==> config.mk <==
export PLATFORM = sky130hd
export DESIGN_NAME = utf8_to_utf16_decoder
export DESIGN_NICKNAME = d
export VERILOG_FILES = /design/src/design/u8u16_pkg.sv /design/src/design/u8u16_step.sv /design/src/design/u8u16_emit.sv /design/src/design/utf8_to_utf16_decoder.sv
export SDC_FILE = /design/constraint.sdc
export NUM_CORES = 1
export LEC_CHECK = 0
export ABC_CLOCK_PERIOD_IN_PS = 4600
export BUFFER_PORTS_ARGS = -buffer_cell sky130_fd_sc_hd__buf_2
export CAP_MARGIN = 25
export CORE_UTILIZATION = 33
export DETAILED_ROUTE_END_ITERATION = 10
export PLACE_DENSITY = 0.48
export SETUP_SLACK_MARGIN = 0.5
export SLEW_MARGIN = 30
export SYNTH_ARGS = -nofsm -noshare
export SYNTH_HDL_FRONTEND = slang
export SYNTH_SLANG_ARGS = --single-unit
==> constraint.sdc <==
create_clock -name clk -period 4.6 [get_ports clk]
set_input_delay 0.23 -clock clk [delete_from_list [all_inputs] [get_ports clk]]
set_output_delay 0.23 -clock clk [all_outputs]
set_load 0.02 [all_outputs]
==> src/design/u8u16_pkg.sv <==
// Package: word types, burst type and code constants for the UTF-8 to UTF-16 decoder.
package u8u16_pkg;

    // Number of code units one byte can release at most
    localparam int unsigned MaxUnits = 4;
    localparam int unsigned UnitIdxW = $clog2(MaxUnits);
    localparam int unsigned UnitCntW = $clog2(MaxUnits + 1);

    // Sequence state widths
    localparam int unsigned NeedW    = 2;
    localparam int unsigned PayloadW = 21;

    // Replacement character and surrogate constants
    localparam logic [15:0]         QMARK      = 16'h003F;
    localparam logic [15:0]         HI_SURR    = 16'hD800;
    localparam logic [15:0]         LO_SURR    = 16'hDC00;
    localparam logic [PayloadW-1:0] SUPP_BASE  = 21'h10000;

    // Continuations an open sequence needs in total
    localparam logic [NeedW-1:0] NEED_NONE = 2'd0;
    localparam logic [NeedW-1:0] NEED_TWO  = 2'd1;
    localparam logic [NeedW-1:0] NEED_THR  = 2'd2;
    localparam logic [NeedW-1:0] NEED_FOUR = 2'd3;

    // One input word: a UTF-8 byte with its end-of-string mark
    typedef struct packed {
        logic [7:0] byte_in;
        logic       last_in;
    } byte_word_t;

    // One output word: a UTF-16 code unit with its end-of-string mark
    typedef struct packed {
        logic [15:0] code_unit;
        logic        last_out;
    } unit_word_t;

    // All code units released by one byte, in order
    typedef struct packed {
        logic [MaxUnits-1:0][15:0] units;
        logic [UnitCntW-1:0]       count;
        logic                      last;
    } burst_t;

endpackage

==> src/design/u8u16_step.sv <==
// Sequence state and per-byte decode: turns one byte into a burst of code units.
module u8u16_step
(
    input  logic                  clk,
    input  logic                  rst_n,
    input  logic                  advance,
    input  u8u16_pkg::byte_word_t word,
    output u8u16_pkg::burst_t     burst
);

    logic [u8u16_pkg::NeedW-1:0]    needed_reg;
    logic [u8u16_pkg::NeedW-1:0]    needed_next;
    logic [u8u16_pkg::NeedW-1:0]    gathered_reg;
    logic [u8u16_pkg::NeedW-1:0]    gathered_next;
    logic [u8u16_pkg::PayloadW-1:0] payload_reg;
    logic [u8u16_pkg::PayloadW-1:0] payload_next;

    logic [7:0]                     b;
    logic                           cont;
    logic                           fresh_valid;
    logic [15:0]                    fresh_value;
    logic                           fresh_open;
    logic [u8u16_pkg::NeedW-1:0]    fresh_needed;
    logic [u8u16_pkg::PayloadW-1:0] fresh_payload;

    logic [u8u16_pkg::NeedW-1:0]    gathered_inc;
    logic [u8u16_pkg::PayloadW-1:0] pay_shift;
    logic [u8u16_pkg::PayloadW-1:0] pay_off;
    logic [15:0]                    surr_hi;
    logic [15:0]                    surr_lo;
    logic [u8u16_pkg::UnitCntW-1:0] qcount;
    logic [u8u16_pkg::UnitIdxW-1:0] fresh_idx;

    assign b    = word.byte_in;
    assign cont = (b[7:6] == 2'b10);

    // Classify the byte as if no sequence were open
    always_comb
    begin
        fresh_valid   = 1'b1;
        fresh_value   = u8u16_pkg::QMARK;
        fresh_open    = 1'b0;
        fresh_needed  = u8u16_pkg::NEED_NONE;
        fresh_payload = '0;
        if (b[7] == 1'b0)
        begin
            fresh_value = {8'h00, b};
        end
        else if (b[7:5] == 3'b110 || b[7:4] == 4'b1110 || b[7:3] == 5'b11110)
        begin
            if (!word.last_in)
            begin
                fresh_valid = 1'b0;
                fresh_open  = 1'b1;
                if (b[7:5] == 3'b110)
                begin
                    fresh_needed  = u8u16_pkg::NEED_TWO;
                    fresh_payload = {16'h0000, b[4:0]};
                end
                else if (b[7:4] == 4'b1110)
                begin
                    fresh_needed  = u8u16_pkg::NEED_THR;
                    fresh_payload = {17'h00000, b[3:0]};
                end
                else
                begin
                    fresh_needed  = u8u16_pkg::NEED_FOUR;
                    fresh_payload = {18'h00000, b[2:0]};
                end
            end
        end
    end

    // Gather a continuation and form the surrogate pair
    assign gathered_inc = gathered_reg + 2'd1;
    assign pay_shift    = {payload_reg[u8u16_pkg::PayloadW-7:0], b[5:0]};
    assign pay_off      = pay_shift - u8u16_pkg::SUPP_BASE;
    assign surr_hi      = u8u16_pkg::HI_SURR + {5'b00000, pay_off[20:10]};
    assign surr_lo      = u8u16_pkg::LO_SURR + {6'b000000, pay_off[9:0]};

    // One '?' for the lead and one for each gathered continuation
    assign qcount    = {1'b0, gathered_reg} + 3'd1;
    assign fresh_idx = gathered_reg + 2'd1;

    // Build the burst and the next sequence state
    always_comb
    begin
        needed_next   = needed_reg;
        gathered_next = gathered_reg;
        payload_next  = payload_reg;
        burst.units   = {u8u16_pkg::MaxUnits{u8u16_pkg::QMARK}};
        burst.count   = '0;
        burst.last    = word.last_in;
        if (needed_reg == u8u16_pkg::NEED_NONE)
        begin
            burst.units[0] = fresh_value;
            burst.count    = {2'b00, fresh_valid};
            if (fresh_open)
            begin
                needed_next   = fresh_needed;
                gathered_next = '0;
                payload_next  = fresh_payload;
            end
        end
        else if (cont)
        begin
            if (gathered_inc >= needed_reg)
            begin
                // sequence complete
                if (needed_reg == u8u16_pkg::NEED_FOUR && (|pay_shift[20:16]))
                begin
                    burst.units[0] = surr_hi;
                    burst.units[1] = surr_lo;
                    burst.count    = 3'd2;
                end
                else
                begin
                    burst.units[0] = pay_shift[15:0];
                    burst.count    = 3'd1;
                end
                needed_next   = u8u16_pkg::NEED_NONE;
                gathered_next = '0;
                payload_next  = '0;
            end
            else if (word.last_in)
            begin
                // cut off: lead, earlier continuations and this byte
                burst.count   = {1'b0, gathered_inc} + 3'd1;
                needed_next   = u8u16_pkg::NEED_NONE;
                gathered_next = '0;
                payload_next  = '0;
            end
            else
            begin
                gathered_next = gathered_inc;
                payload_next  = pay_shift;
            end
        end
        else
        begin
            // bad continuation: drop the sequence, then take the byte anew
            burst.units[fresh_idx] = fresh_valid ? fresh_value : u8u16_pkg::QMARK;
            burst.count            = qcount + {2'b00, fresh_valid};
            needed_next            = u8u16_pkg::NEED_NONE;
            gathered_next          = '0;
            payload_next           = '0;
            if (fresh_open)
            begin
                needed_next   = fresh_needed;
                payload_next  = fresh_payload;
            end
        end
    end

    // Hold the sequence state; advance once per decoded byte
    always_ff @(posedge clk or negedge rst_n)
    begin
        if (!rst_n)
        begin
            needed_reg   <= u8u16_pkg::NEED_NONE;
            gathered_reg <= '0;
            payload_reg  <= '0;
        end
        else if (advance)
        begin
            needed_reg   <= needed_next;
            gathered_reg <= gathered_next;
            payload_reg  <= payload_next;
        end
    end

endmodule

==> src/design/u8u16_emit.sv <==
// Result register: holds one burst and sends its code units one word per cycle while unit_stall is low.
module u8u16_emit
(
    input  logic                  clk,
    input  logic                  rst_n,
    input  logic                  load,
    input  u8u16_pkg::burst_t     burst,
    output logic                  free,
    output logic                  unit_valid,
    input  logic                  unit_stall,
    output u8u16_pkg::unit_word_t unit_word
);

    u8u16_pkg::burst_t              burst_reg;
    logic                           valid_reg;
    logic                           valid_next;
    logic [u8u16_pkg::UnitIdxW-1:0] idx_reg;
    logic [u8u16_pkg::UnitIdxW-1:0] idx_next;
    logic [u8u16_pkg::UnitCntW-1:0] last_cnt;
    logic [u8u16_pkg::UnitIdxW-1:0] last_idx;
    logic                           at_end;
    logic                           taken;

    assign last_cnt = burst_reg.count - 3'd1;
    assign last_idx = last_cnt[u8u16_pkg::UnitIdxW-1:0];
    assign at_end   = (idx_reg == last_idx);
    assign taken    = valid_reg && !unit_stall;
    assign free     = !valid_reg || (taken && at_end);

    // Drive the current code unit; mark only the final one of a last burst
    assign unit_valid          = valid_reg;
    assign unit_word.code_unit = burst_reg.units[idx_reg];
    assign unit_word.last_out  = burst_reg.last && at_end;

    // Step through the burst, reload when it is done
    always_comb
    begin
        valid_next = valid_reg;
        idx_next   = idx_reg;
        if (load && free)
        begin
            valid_next = 1'b1;
            idx_next   = '0;
        end
        else if (taken)
        begin
            if (at_end)
            begin
                valid_next = 1'b0;
            end
            else
            begin
                idx_next = idx_reg + 2'd1;
            end
        end
    end

    always_ff @(posedge clk or negedge rst_n)
    begin
        if (!rst_n)
        begin
            valid_reg <= 1'b0;
            idx_reg   <= '0;
        end
        else
        begin
            valid_reg <= valid_next;
            idx_reg   <= idx_next;
        end
    end

    // Capture the burst payload
    always_ff @(posedge clk)
    begin
        if (load && free)
        begin
            burst_reg <= burst;
        end
    end

endmodule

==> src/design/utf8_to_utf16_decoder.sv <==
// Top level of the UTF-8 to UTF-16 decoder: input register, decode step and result register.
//
//  channel | signals                              | word
//  --------+--------------------------------------+----------------------------------
//  byte    | byte_valid, byte_stall, byte_word    | byte_in[7:0], last_in
//  unit    | unit_valid, unit_stall, unit_word    | code_unit[15:0], last_out
//
// A byte is registered, decoded combinationally by the step and its code units are sent
// from the result register. Bytes that release zero or one code unit are taken one per
// cycle while the unit side does not stall; a byte that releases more units (up to four)
// holds the result register until all are taken, which stalls the input. Reset clears
// the sequence state and both valid flags; stalls on the unit side ripple back to byte_stall.
module utf8_to_utf16_decoder
(
    input  logic                  clk,
    input  logic                  rst_n,
    input  logic                  byte_valid,
    output logic                  byte_stall,
    input  u8u16_pkg::byte_word_t byte_word,
    output logic                  unit_valid,
    input  logic                  unit_stall,
    output u8u16_pkg::unit_word_t unit_word
);

    logic                  in_valid_reg;
    logic                  in_valid_next;
    u8u16_pkg::byte_word_t in_word_reg;
    u8u16_pkg::burst_t     burst;
    logic                  emit_free;
    logic                  advance;
    logic                  accept;

    // Move the registered byte on when its burst has room or is empty
    assign advance    = in_valid_reg && (emit_free || (burst.count == '0));
    assign byte_stall = in_valid_reg && !advance;
    assign accept     = byte_valid && !byte_stall;

    always_comb
    begin
        in_valid_next = in_valid_reg;
        if (accept)
        begin
            in_valid_next = 1'b1;
        end
        else if (advance)
        begin
            in_valid_next = 1'b0;
        end
    end

    always_ff @(posedge clk or negedge rst_n)
    begin
        if (!rst_n)
        begin
            in_valid_reg <= 1'b0;
        end
        else
        begin
            in_valid_reg <= in_valid_next;
        end
    end

    // Capture the incoming word
    always_ff @(posedge clk)
    begin
        if (accept)
        begin
            in_word_reg <= byte_word;
        end
    end

    u8u16_step u_step
    (
        .clk     (clk),
        .rst_n   (rst_n),
        .advance (advance),
        .word    (in_word_reg),
        .burst   (burst)
    );

    u8u16_emit u_emit
    (
        .clk        (clk),
        .rst_n      (rst_n),
        .load       (advance && (burst.count != '0)),
        .burst      (burst),
        .free       (emit_free),
        .unit_valid (unit_valid),
        .unit_stall (unit_stall),
        .unit_word  (unit_word)
    );

endmodule

Word level (Yosys, flattened, before mapping):

Cells that the tools add are included.

* register bits: 99
* input port bits: 13
* word-level logic and storage cells: 123

* add/sub/neg operators: 9
* mux-type cells: 54
* bitwise operators: 3
* equality and inequality tests: 9
* $lt $le $gt $ge: 4
* reductions and logical operators: 30

Operators with widths (number)
* two-way mux 15 bit: 9
* two-way mux 16 bit: 3
* AND 40 bit: 1
* two-way mux 19 bit: 2
* two-way mux 2 bit: 18
* two-way mux 35 bit: 1
* binary-select mux 16 bit (select 2 bit): 1
* demux 16 bit (select 2 bit): 1
* two-way mux 32 bit: 1
* inverter 24 bit: 1
* OR 24 bit: 1
* subtractor 21 x 17 -> 21 bit, second input constant: 1
* adder 15 x 11 -> 16 bit, first input constant: 1
* adder 15 x 12 -> 16 bit, first input constant: 1
* two-way mux 7 bit: 2
* two-way mux 1 bit: 12
* logical AND 1 bit: 10
* adder 2 x 1 -> 3 bit, second input constant: 2
* < comparator 2 x 3 -> 1 bit, second input constant: 2
* two-way mux 3 bit: 2
* AND reduction 2 bit: 3
* nonzero test 2 bit: 3
* equality test 5 bit, second input constant: 1
* two-way mux 5 bit: 1
* 21 further kinds: 29

Logic depth before layout (Yosys ltp):

Gate-level depths: netlist of run 1.

* depth in word-level cells: 17
* gate-level depth with buffers: 14

By module:

From an unflattened synthesis of run 1, not the netlist that was laid out.

* cell total of the unflattened synthesis: 334
* area, all modules: 4753.3 µm²

By module, submodules not included
* u8u16_emit: cells each 121, instances 1, seq. area each 2087.0 µm², area an instance 2660.1 µm²
* u8u16_step: cells each 195, instances 1, seq. area each 475.5 µm², area an instance 1741.7 µm²
* utf8_to_utf16_decoder: cells each 18, instances 1, seq. area each 295.3 µm², area an instance 351.6 µm²

Least setup slack after synthesis of run 1:

OpenSTA, ideal clock, no wires.

* path type: register -> register
* start point: reg u_step.gathered_reg[0] (netlist bit)
* end point: reg u_emit.burst_reg[0] (netlist bit), enable pin
* path buffers: 2
* cell stages (with the launch flop): 12
* arrival time: 3545 ps
* slack: 649 ps
* required time: 4194 ps
* period minus slack after synthesis: 3951 ps
* path through: dfrtp_1 > inv_1 > ha_1 > ha_1 > a21o_1 > o41ai_2 > nor2_8 > inv_2 > or2_1 > buf_6 > buf_6 > and3_1

* cells in the longest elaborated chain, start to end: 11
* elaborated cells between the ends (all ways): 15

Ends and longest elaborated chain
* from (decl): line u8u16_step.sv:13 `logic [u8u16_pkg::NeedW-1:0] gathered_reg;`
* from (signal assigned): line u8u16_step.sv:167 `gathered_reg <= gathered_next;`
* adder 2 x 1 -> 2 bit: line u8u16_step.sv:75 `assign gathered_inc = gathered_reg + 2'd1;`
* adder 2 x 1 -> 3 bit: line u8u16_step.sv:128 `burst.count = {1'b0, gathered_inc} + 3'd1;`
* two-way mux 3 bit: line u8u16_step.sv:125 `else if (word.last_in)`
* two-way mux 3 bit: line u8u16_step.sv:107 `if (gathered_inc >= needed_reg)`
* two-way mux 35 bit (*): line u8u16_step.sv:105 `else if (cont)`
* two-way mux 19 bit (*): line u8u16_step.sv:94 `if (needed_reg == u8u16_pkg::NEED_NONE)`
* zero test 3 bit: line utf8_to_utf16_decoder.sv:34 `assign advance = in_valid_reg && (emit_free || (burst.count == '0));`
* logical OR 1 bit: line utf8_to_utf16_decoder.sv:34
* logical AND 1 bit: line utf8_to_utf16_decoder.sv:34
* logical AND 1 bit (*): line utf8_to_utf16_decoder.sv:85 `.load (advance && (burst.count != '0)),`
* logical AND 1 bit (*): line u8u16_emit.sv:75 `if (load && free)`
* to (signal assigned): line u8u16_emit.sv:77 `burst_reg <= burst;`
* to (decl): line u8u16_emit.sv:14 `u8u16_pkg::burst_t burst_reg;`

Mark *: on every way between the ends. The rest lies on a longest branch, timed or not.
A chain may end at the register's enable or synchronous reset.

Worst setup path in the final report of run 1:

* start point: reg u_step.gathered_reg[0] (netlist bit)
* end point: out byte_stall

* cells in the longest elaborated chain, start to end: 11
* elaborated cells between the ends (all ways): 14

Ends and longest elaborated chain
* adder 2 x 1 -> 2 bit: line u8u16_step.sv:75
* adder 2 x 1 -> 3 bit: line u8u16_step.sv:128
* two-way mux 3 bit: line u8u16_step.sv:125
* two-way mux 3 bit: line u8u16_step.sv:107
* two-way mux 35 bit (*): line u8u16_step.sv:105
* two-way mux 19 bit (*): line u8u16_step.sv:94
* zero test 3 bit (*): line utf8_to_utf16_decoder.sv:34
* logical OR 1 bit (*): line utf8_to_utf16_decoder.sv:34
* logical AND 1 bit (*): line utf8_to_utf16_decoder.sv:34
* zero test 1 bit (*): line utf8_to_utf16_decoder.sv:35 `assign byte_stall = in_valid_reg && !advance;`
* logical AND 1 bit (*): line utf8_to_utf16_decoder.sv:35
* to (decl): line utf8_to_utf16_decoder.sv:18 `output logic byte_stall,`

Marks and branches as above.

==> results of run 1 <==
==> through the flow <==
| step | util, % | cell area, sq um |
|---|---|---|
| floorplan | - | 4140 |
| global placement | 36.8 | 4450 |
| detailed placement | 36.8 | 4460 |
| CTS | 39.5 | 4790 |
| global route | 39.5 | 4790 |
| finish | 39.5 | 4790 |
==> cells in the mapped netlist, drive strengths merged, types with 8 or more instances <==
| master | count | area, sq um |
|---|---|---|
| dfrtp | 23 | 576 |
| nor3 | 8 | 40.0 |
| edfxtp | 53 | 1590 |
| nand3 | 12 | 72.6 |
| or2 | 10 | 62.6 |
| nor2 | 32 | 136 |
| and2 | 12 | 75.1 |
| a22o | 10 | 87.6 |
| ha | 10 | 125 |
| inv | 13 | 56.3 |
| a21oi | 13 | 68.8 |
| nand2 | 24 | 90.1 |
| a31o | 11 | 96.3 |
| nand2b | 12 | 75.1 |
| clkbuf | 16 | 60.1 |
| and3 | 8 | 50.1 |
==> cell usage in the layout (no fill, tap or decap), types with 7 or more instances in the layout <==
| cell type | synthesis | routed |
|---|---|---|
| edfxtp_1 | 53 | 53 |
| nor2_1 | 31 | 31 |
| buf_2 | 3 | 31 |
| nand2_1 | 24 | 24 |
| dfrtp_1 | 23 | 23 |
| nand2b_1 | 12 | 12 |
| a21oi_1 | 12 | 12 |
| and2_1 | 12 | 12 |
| inv_1 | 11 | 11 |
| nand3_1 | 11 | 11 |
| a22o_1 | 10 | 10 |
| ha_1 | 10 | 10 |
| or2_2 | 9 | 9 |
| clkbuf_16 | 0 | 9 |
| nor3_1 | 8 | 8 |
| and3_1 | 8 | 7 |
| a211oi_1 | 7 | 7 |
| mux4_2 | 7 | 7 |
| a31o_2 | 7 | 7 |
==> worst max-delay path, stage by stage, from the launching register on <==
cell,delay [ns]
dfrtp_1,0.49
inv_1,0.15
ha_1,0.34
ha_1,0.34
a21o_1,0.22
o41ai_2,0.69
nor2_8,0.03
inv_2,0.21
or2_1,0.19
buf_4,0.23
and3_1,0.18
buf_2,0.16
==> layer usage <==
metal | global-route usage [%] | up-vias
li1 | - | 1429
met1 | 24.4 | 1486
met2 | 25.3 | 67
met3 | 4.13 | 16
met4 | 7.62 | 0
met5 | 0 | -
==> power by group through the flow <==
stage | Sequential (mW) | Clock (mW) | Combinational, mW
after global routing | 1.25 | 0.797 | 1.69
after CTS | 1.23 | 0.778 | 1.54
after floorplan | 1.13 | 0 | 1.20
after global placement | 1.24 | 0 | 1.52
after detailed placement | 1.24 | 0 | 1.54
final | 1.22 | 0.756 | 1.53
==> cell families (layout without fill, tap and decap cells) <==
group	Yosys count	in the layout
flip-flops	76	76
buffers and inverters	36	68
multiplexers	12	12
adder cells (fa/ha/maj)	10	10
XOR/XNOR	4	4
AO/OA/AOI/OAI	83	83
AND/OR/NAND/NOR	141	141
==> worst max path at each step <==
stage / start / to / slack (ns) / cells after the start
CTS: u_step.gathered_reg[0] / byte_stall / 0.80 / 11
detailed placement: u_step.gathered_reg[0] / u_emit.burst_reg[55] / 0.95 / 10
global route: u_step.gathered_reg[0] / byte_stall / 0.59 / 11
finish: u_step.gathered_reg[0] / byte_stall / 0.79 / 11
floorplan: u_step.gathered_reg[0] / u_emit.burst_reg[0] / 0.65 / 11
global placement: u_step.gathered_reg[0] / in_word_reg[0] / 0.89 / 10
==> final cells by class <==
type / instances / share of cell area (%)
clock buffers: 10 / 4.78
clock inverters: 6 / 1.86
inverters: 13 / 1.18
multi-input cells: 250 / 37.7
flip-flops and latches: 76 / 45.3
well taps: 168 / 4.39
repair buffers: 39 / 4.81
==> impl_metrics.yaml, run 1 <==
setup_path:
  start_kind: "register"
  worstReg2RegStart: "u_step.gathered_reg[0]"
  worst-setup-path-type: "register to output pin"
  end_kind: "output pin"
  cp_max_fo: 15
  worst_ep_arrival_time_ns: 3.58
  reg2regPathDepth: 10
  r2r-end: "u_emit.burst_reg[40]"
  r2r_slack_ns: 0.92
  worstPathRequired_ns: 4.37
timing:
  slew_viol_final: 0
  grt_setup_unrepaired: "no"
  hold_viol: 0
  relSlewSlack_pct: 44.4
  fin_hold_ws_ns: 0.0641
  setup_ws_ns: 0.787
  fmaxAchievable_ghz: 0.262
  period_minus_slack_ns: 3.81
  finalClockSkew_ns: 0.00639
  tightest_slew_ns: 0.813
  fin_setup_tns_ns: 0
  setup_viol: 0
  min_period_over_period_pct: 82.9
outcome:
  status: "finished clean"
grt:
  grt_max_degree: 33
  first_global_vias: 2875
  overflow: 0
  antenna_found_initial: 0
  grt_pass1_wl_um: 16500
  grt.total_usage_pct: 17.3
routing:
  drt-initial-drc-count: 167
  post-route-drc-count: 0
  drt_pass1_iterations: 4
  wl_met3_um: 363
  antenna_left: 0
  dr_wl_met2_um: 4630
  wirelength_um: 10400
  vias: 2998
  drt-vias-per-instance: 5.33
  wl_per_cell_um: 18.4
  top_layer: "met4"
  wirelength_met1_um: 5080
power:
  combPwrFrac_pct: 43.6
  powerDensity_mw_per_mm2: 734
  p_int_mw: 2.10
  total_power_mw: 3.51
  ir_drop_v: 0.000220
  sw_frac_of_total_pct: 40.3
  switchingPower_mw: 1.42
  clockPowerShare_pct: 21.5
  leakage_nw: 1.69
  seqPwrFrac_pct: 34.8
logic_synthesis:
  ys_seq_area_share_pct: 52.3
  synth_compound_area_share_pct: 15.5
  synthCells: 362
  synth_xor_area_share_pct: 0.845
  synth_fp_nets: 385
  yosys.area_share.simple_pct: 19.1
  ys_seq_elements: 76
  synthAdderAreaFrac_pct: 3.02
  ys.flop_type: "edfxtp_1"
  async_flop_share_pct: 30.3
  yosys_warnings: 0
  synth-edff-count: 53
  netlist_area_sq_mm: 0.00414
  synthMuxAreaShare_pct: 5.01
  syn_area_per_cell_sq_um: 11.4
  synth_cell_types: 60
  synth_top_family_by_area: "simple AND/OR/NAND/NOR gates"
finish:
  num-fill-cells: 1216
  seqCellArea_sq_mm: 0.00217
  nNetsFinal: 412
  largest_register_ffs: 44
  multi_input_area_sq_mm: 0.00181
  synthToLayoutAreaGrowth_pct: 15.5
  final_cells: 562
  drive_above_1_share_pct: 21.6
  antenna_cells: 0
floorplanning:
  dieHeight_um: 114
  start_util_pct: 34.2
  rows: 40
  fp.dieArea_sq_mm: 0.0130
  io-pin-count: 32
  core_sq_mm: 0.0121
  die_w_um: 114
clock_network:
  cts_hold_buf: 1
  htree_levels: 3
  clkLatencyLatePin_ns: 0.34
  cts_sinks: 76
  clk_pin_slew_ns: 0.06
  post_cts_buffers: 0
  cts_buffer_depth: 2
  cts_root_buf: "clkbuf_16"
  cts-buffers-inserted: 9
  cts_tree: "done"
  post_cts_resized: 0
hold_path:
  hold_path_end: "in_word_reg[0]"
  hold_path_depth: 1
  hold_start: "byte_word[0]"
  hold_path.class: "input port to register"
placement:
  dpl.hpwl_um: 7140
  io_buffer_count: 31
  place_ws_ns: 0.952
  dp.cells: 545
  globalplace.congestion: 0.856
run:
  cap_viol_max_count: 0
Note: power is estimated with default switching activity, not from simulation.
==> inputs of run 2 (changes only) <==
ABC_CLOCK_PERIOD_IN_PS = 3200   (was 4600)
PLACE_DENSITY = 0.5   (was 0.48)
clock period = 3.2 ns   (was 4.6 ns; I/O delays follow)
==> impl_metrics.yaml, run 2 (same netlist as run 1, synthesis figures left out) <==
routing:
  vias: 3222
  drt-vias-per-instance: 5.26
  drt-initial-drc-count: 238
  wl_per_cell_um: 17.6
  antenna_left: 0
  wirelength_um: 10800
  post-route-drc-count: 0
  drt_pass1_iterations: 4
clock_network:
  cts_tree: "done"
  cts-buffers-inserted: 9
  clk_pin_slew_ns: 0.06
  cts_root_buf: "clkbuf_16"
  clkLatencyLatePin_ns: 0.34
  htree_levels: 3
  cts_sinks: 76
  cts_buffer_depth: 2
finish:
  antenna_cells: 0
  largest_register_ffs: 44
  mostFrequentLayoutCells: "edfxtp_1, buf_4, nor2_1, buf_2, nand2_1"
  final_common_cell: "edfxtp_1"
  nNetsFinal: 463
  drive_above_1_share_pct: 33.7
  synthToLayoutAreaGrowth_pct: 30.0
setup_path:
  end_kind: "output pin"
  worstPathRequired_ns: 3.04
  cp_max_fo: 4
  worst_ep_arrival_time_ns: 2.58
  worst-setup-path-type: "register to output pin"
  start_kind: "register"
  worstReg2RegStart: "u_step.gathered_reg[0]"
  cp-startpoint: "u_step.gathered_reg[0]"
floorplanning:
  die_w_um: 114
  start_util_pct: 34.2
  core_sq_mm: 0.0121
  dieHeight_um: 114
  rows: 40
  fp.dieArea_sq_mm: 0.0130
  io-pin-count: 32
timing:
  fin_setup_tns_ns: 0
  grt_setup_unrepaired: "yes"
  finalClockSkew_ns: 0.00630
  slew_viol_final: 0
  fin_hold_ws_ns: 0.0692
  period_minus_slack_ns: 2.74
  fmaxAchievable_ghz: 0.365
  setup_viol: 0
  relSlewSlack_pct: 44.9
  min_period_over_period_pct: 85.6
  hold_viol: 0
  tightest_slew_ns: 0.806
grt:
  grt_max_degree: 30
  grt.total_usage_pct: 17.6
  overflow: 0
  antenna_found_initial: 0
  first_global_vias: 3181
  grt_pass1_wl_um: 17300
outcome:
  status: "finished clean"
placement:
  globalplace.congestion: 0.883
  io_buffer_count: 31
  dpl.hpwl_um: 7300
power:
  leakage_nw: 1.97
  powerDensity_mw_per_mm2: 1040
  switchingPower_mw: 2.22
  seqPwrFrac_pct: 29.9
  ir_drop_v: 0.000344
  p_int_mw: 3.38
  clockPowerShare_pct: 18.3
  combPwrFrac_pct: 51.8
  sw_frac_of_total_pct: 39.6
hold_path:
  hold_start: "byte_valid"
  hold_path.class: "input port to register"
run:
  cap_viol_max_count: 0
run 2: power by group through the flow:
stage / Combinational [mW] / Clock [mW] / Sequential [mW]
after global placement: 2.40 / 0 / 1.71
after detailed placement: 2.42 / 0 / 1.72
after CTS: 2.71 / 1.04 / 1.68
final: 2.90 / 1.02 / 1.67
after global routing: 3.17 / 1.08 / 1.71
after floorplan: 1.84 / 0 / 1.62
run 2: final cells by class:
cell class	count	area [sq um]
repair buffers	90	698
clock buffers	9	225
fillers	1160	6720
multi-input cells	250	1950
well taps	168	210
flip-flops and latches	76	2170
inverters	13	58.8
clock inverters	7	75.1
run 2: worst paths after layout:
| check | end | slack [ns] | cells after the start |
|---|---|---|---|
| min reg2reg | u_step.payload_reg[9] | 0.61 | 1 |
| min in group asynchronous | u_step.gathered_reg[1] | 0.35 | 2 |
| max | byte_stall | 0.46 | 10 |
| max in group asynchronous | u_step.needed_reg[0] | 2.45 | 2 |
| max reg2reg | u_emit.burst_reg[27] | 0.52 | 11 |
| min | in_valid_reg | 0.07 | 2 |
run 2: what timing repair did:
item / in CTS / in global routing
hold buffers: 10 / 0
pin swaps: 9 / 6
setup buffers: 21 / 12
setup endpoints to repair: 54 / 53
cloned: 0 / 2
endpoints found under the hold margin: 32 / 0
resized for setup: 10 / 17
run 2: per-stage QoR:
stage | power [mW] | setup WS, ns | utilization (%) | cells | area, sq um
2_1_floorplan | 3.45 | 0.247 | - | 362 | 4230
3_3_place_gp | 4.11 | 0.337 | 37.9 | 552 | 4590
3_5_place_dp | 4.14 | 0.271 | 37.9 | 552 | 4590
4_1_cts | 5.43 | 0.394 | 42.9 | 599 | 5200
5_1_grt | 5.96 | 0.390 | 44.5 | 613 | 5390
6_report | 5.59 | 0.461 | 44.5 | 613 | 5390
run 2: layer usage:
layer	wire length (um)	share of wire (%)	vias up	GRT usage [%]
li1	-	-	1538	-
met1	5100	47	1591	24.3
met2	5000	46	76	27.2
met3	431	4.0	17	3.44
met4	251	2.3	0	7.36
met5	0	0	-	0
run 2: worst max-delay path, stage by stage, from the launching register on:
cell and delay (ns):
dfrtp_2 0.44, inv_4 0.07, ha_4 0.21, ha_4 0.24, a21o_4 0.25, a211oi_4 0.23, o22ai_2 0.11, or2_4 0.28
buf_8 0.12, and3_4 0.17, buf_6 0.12
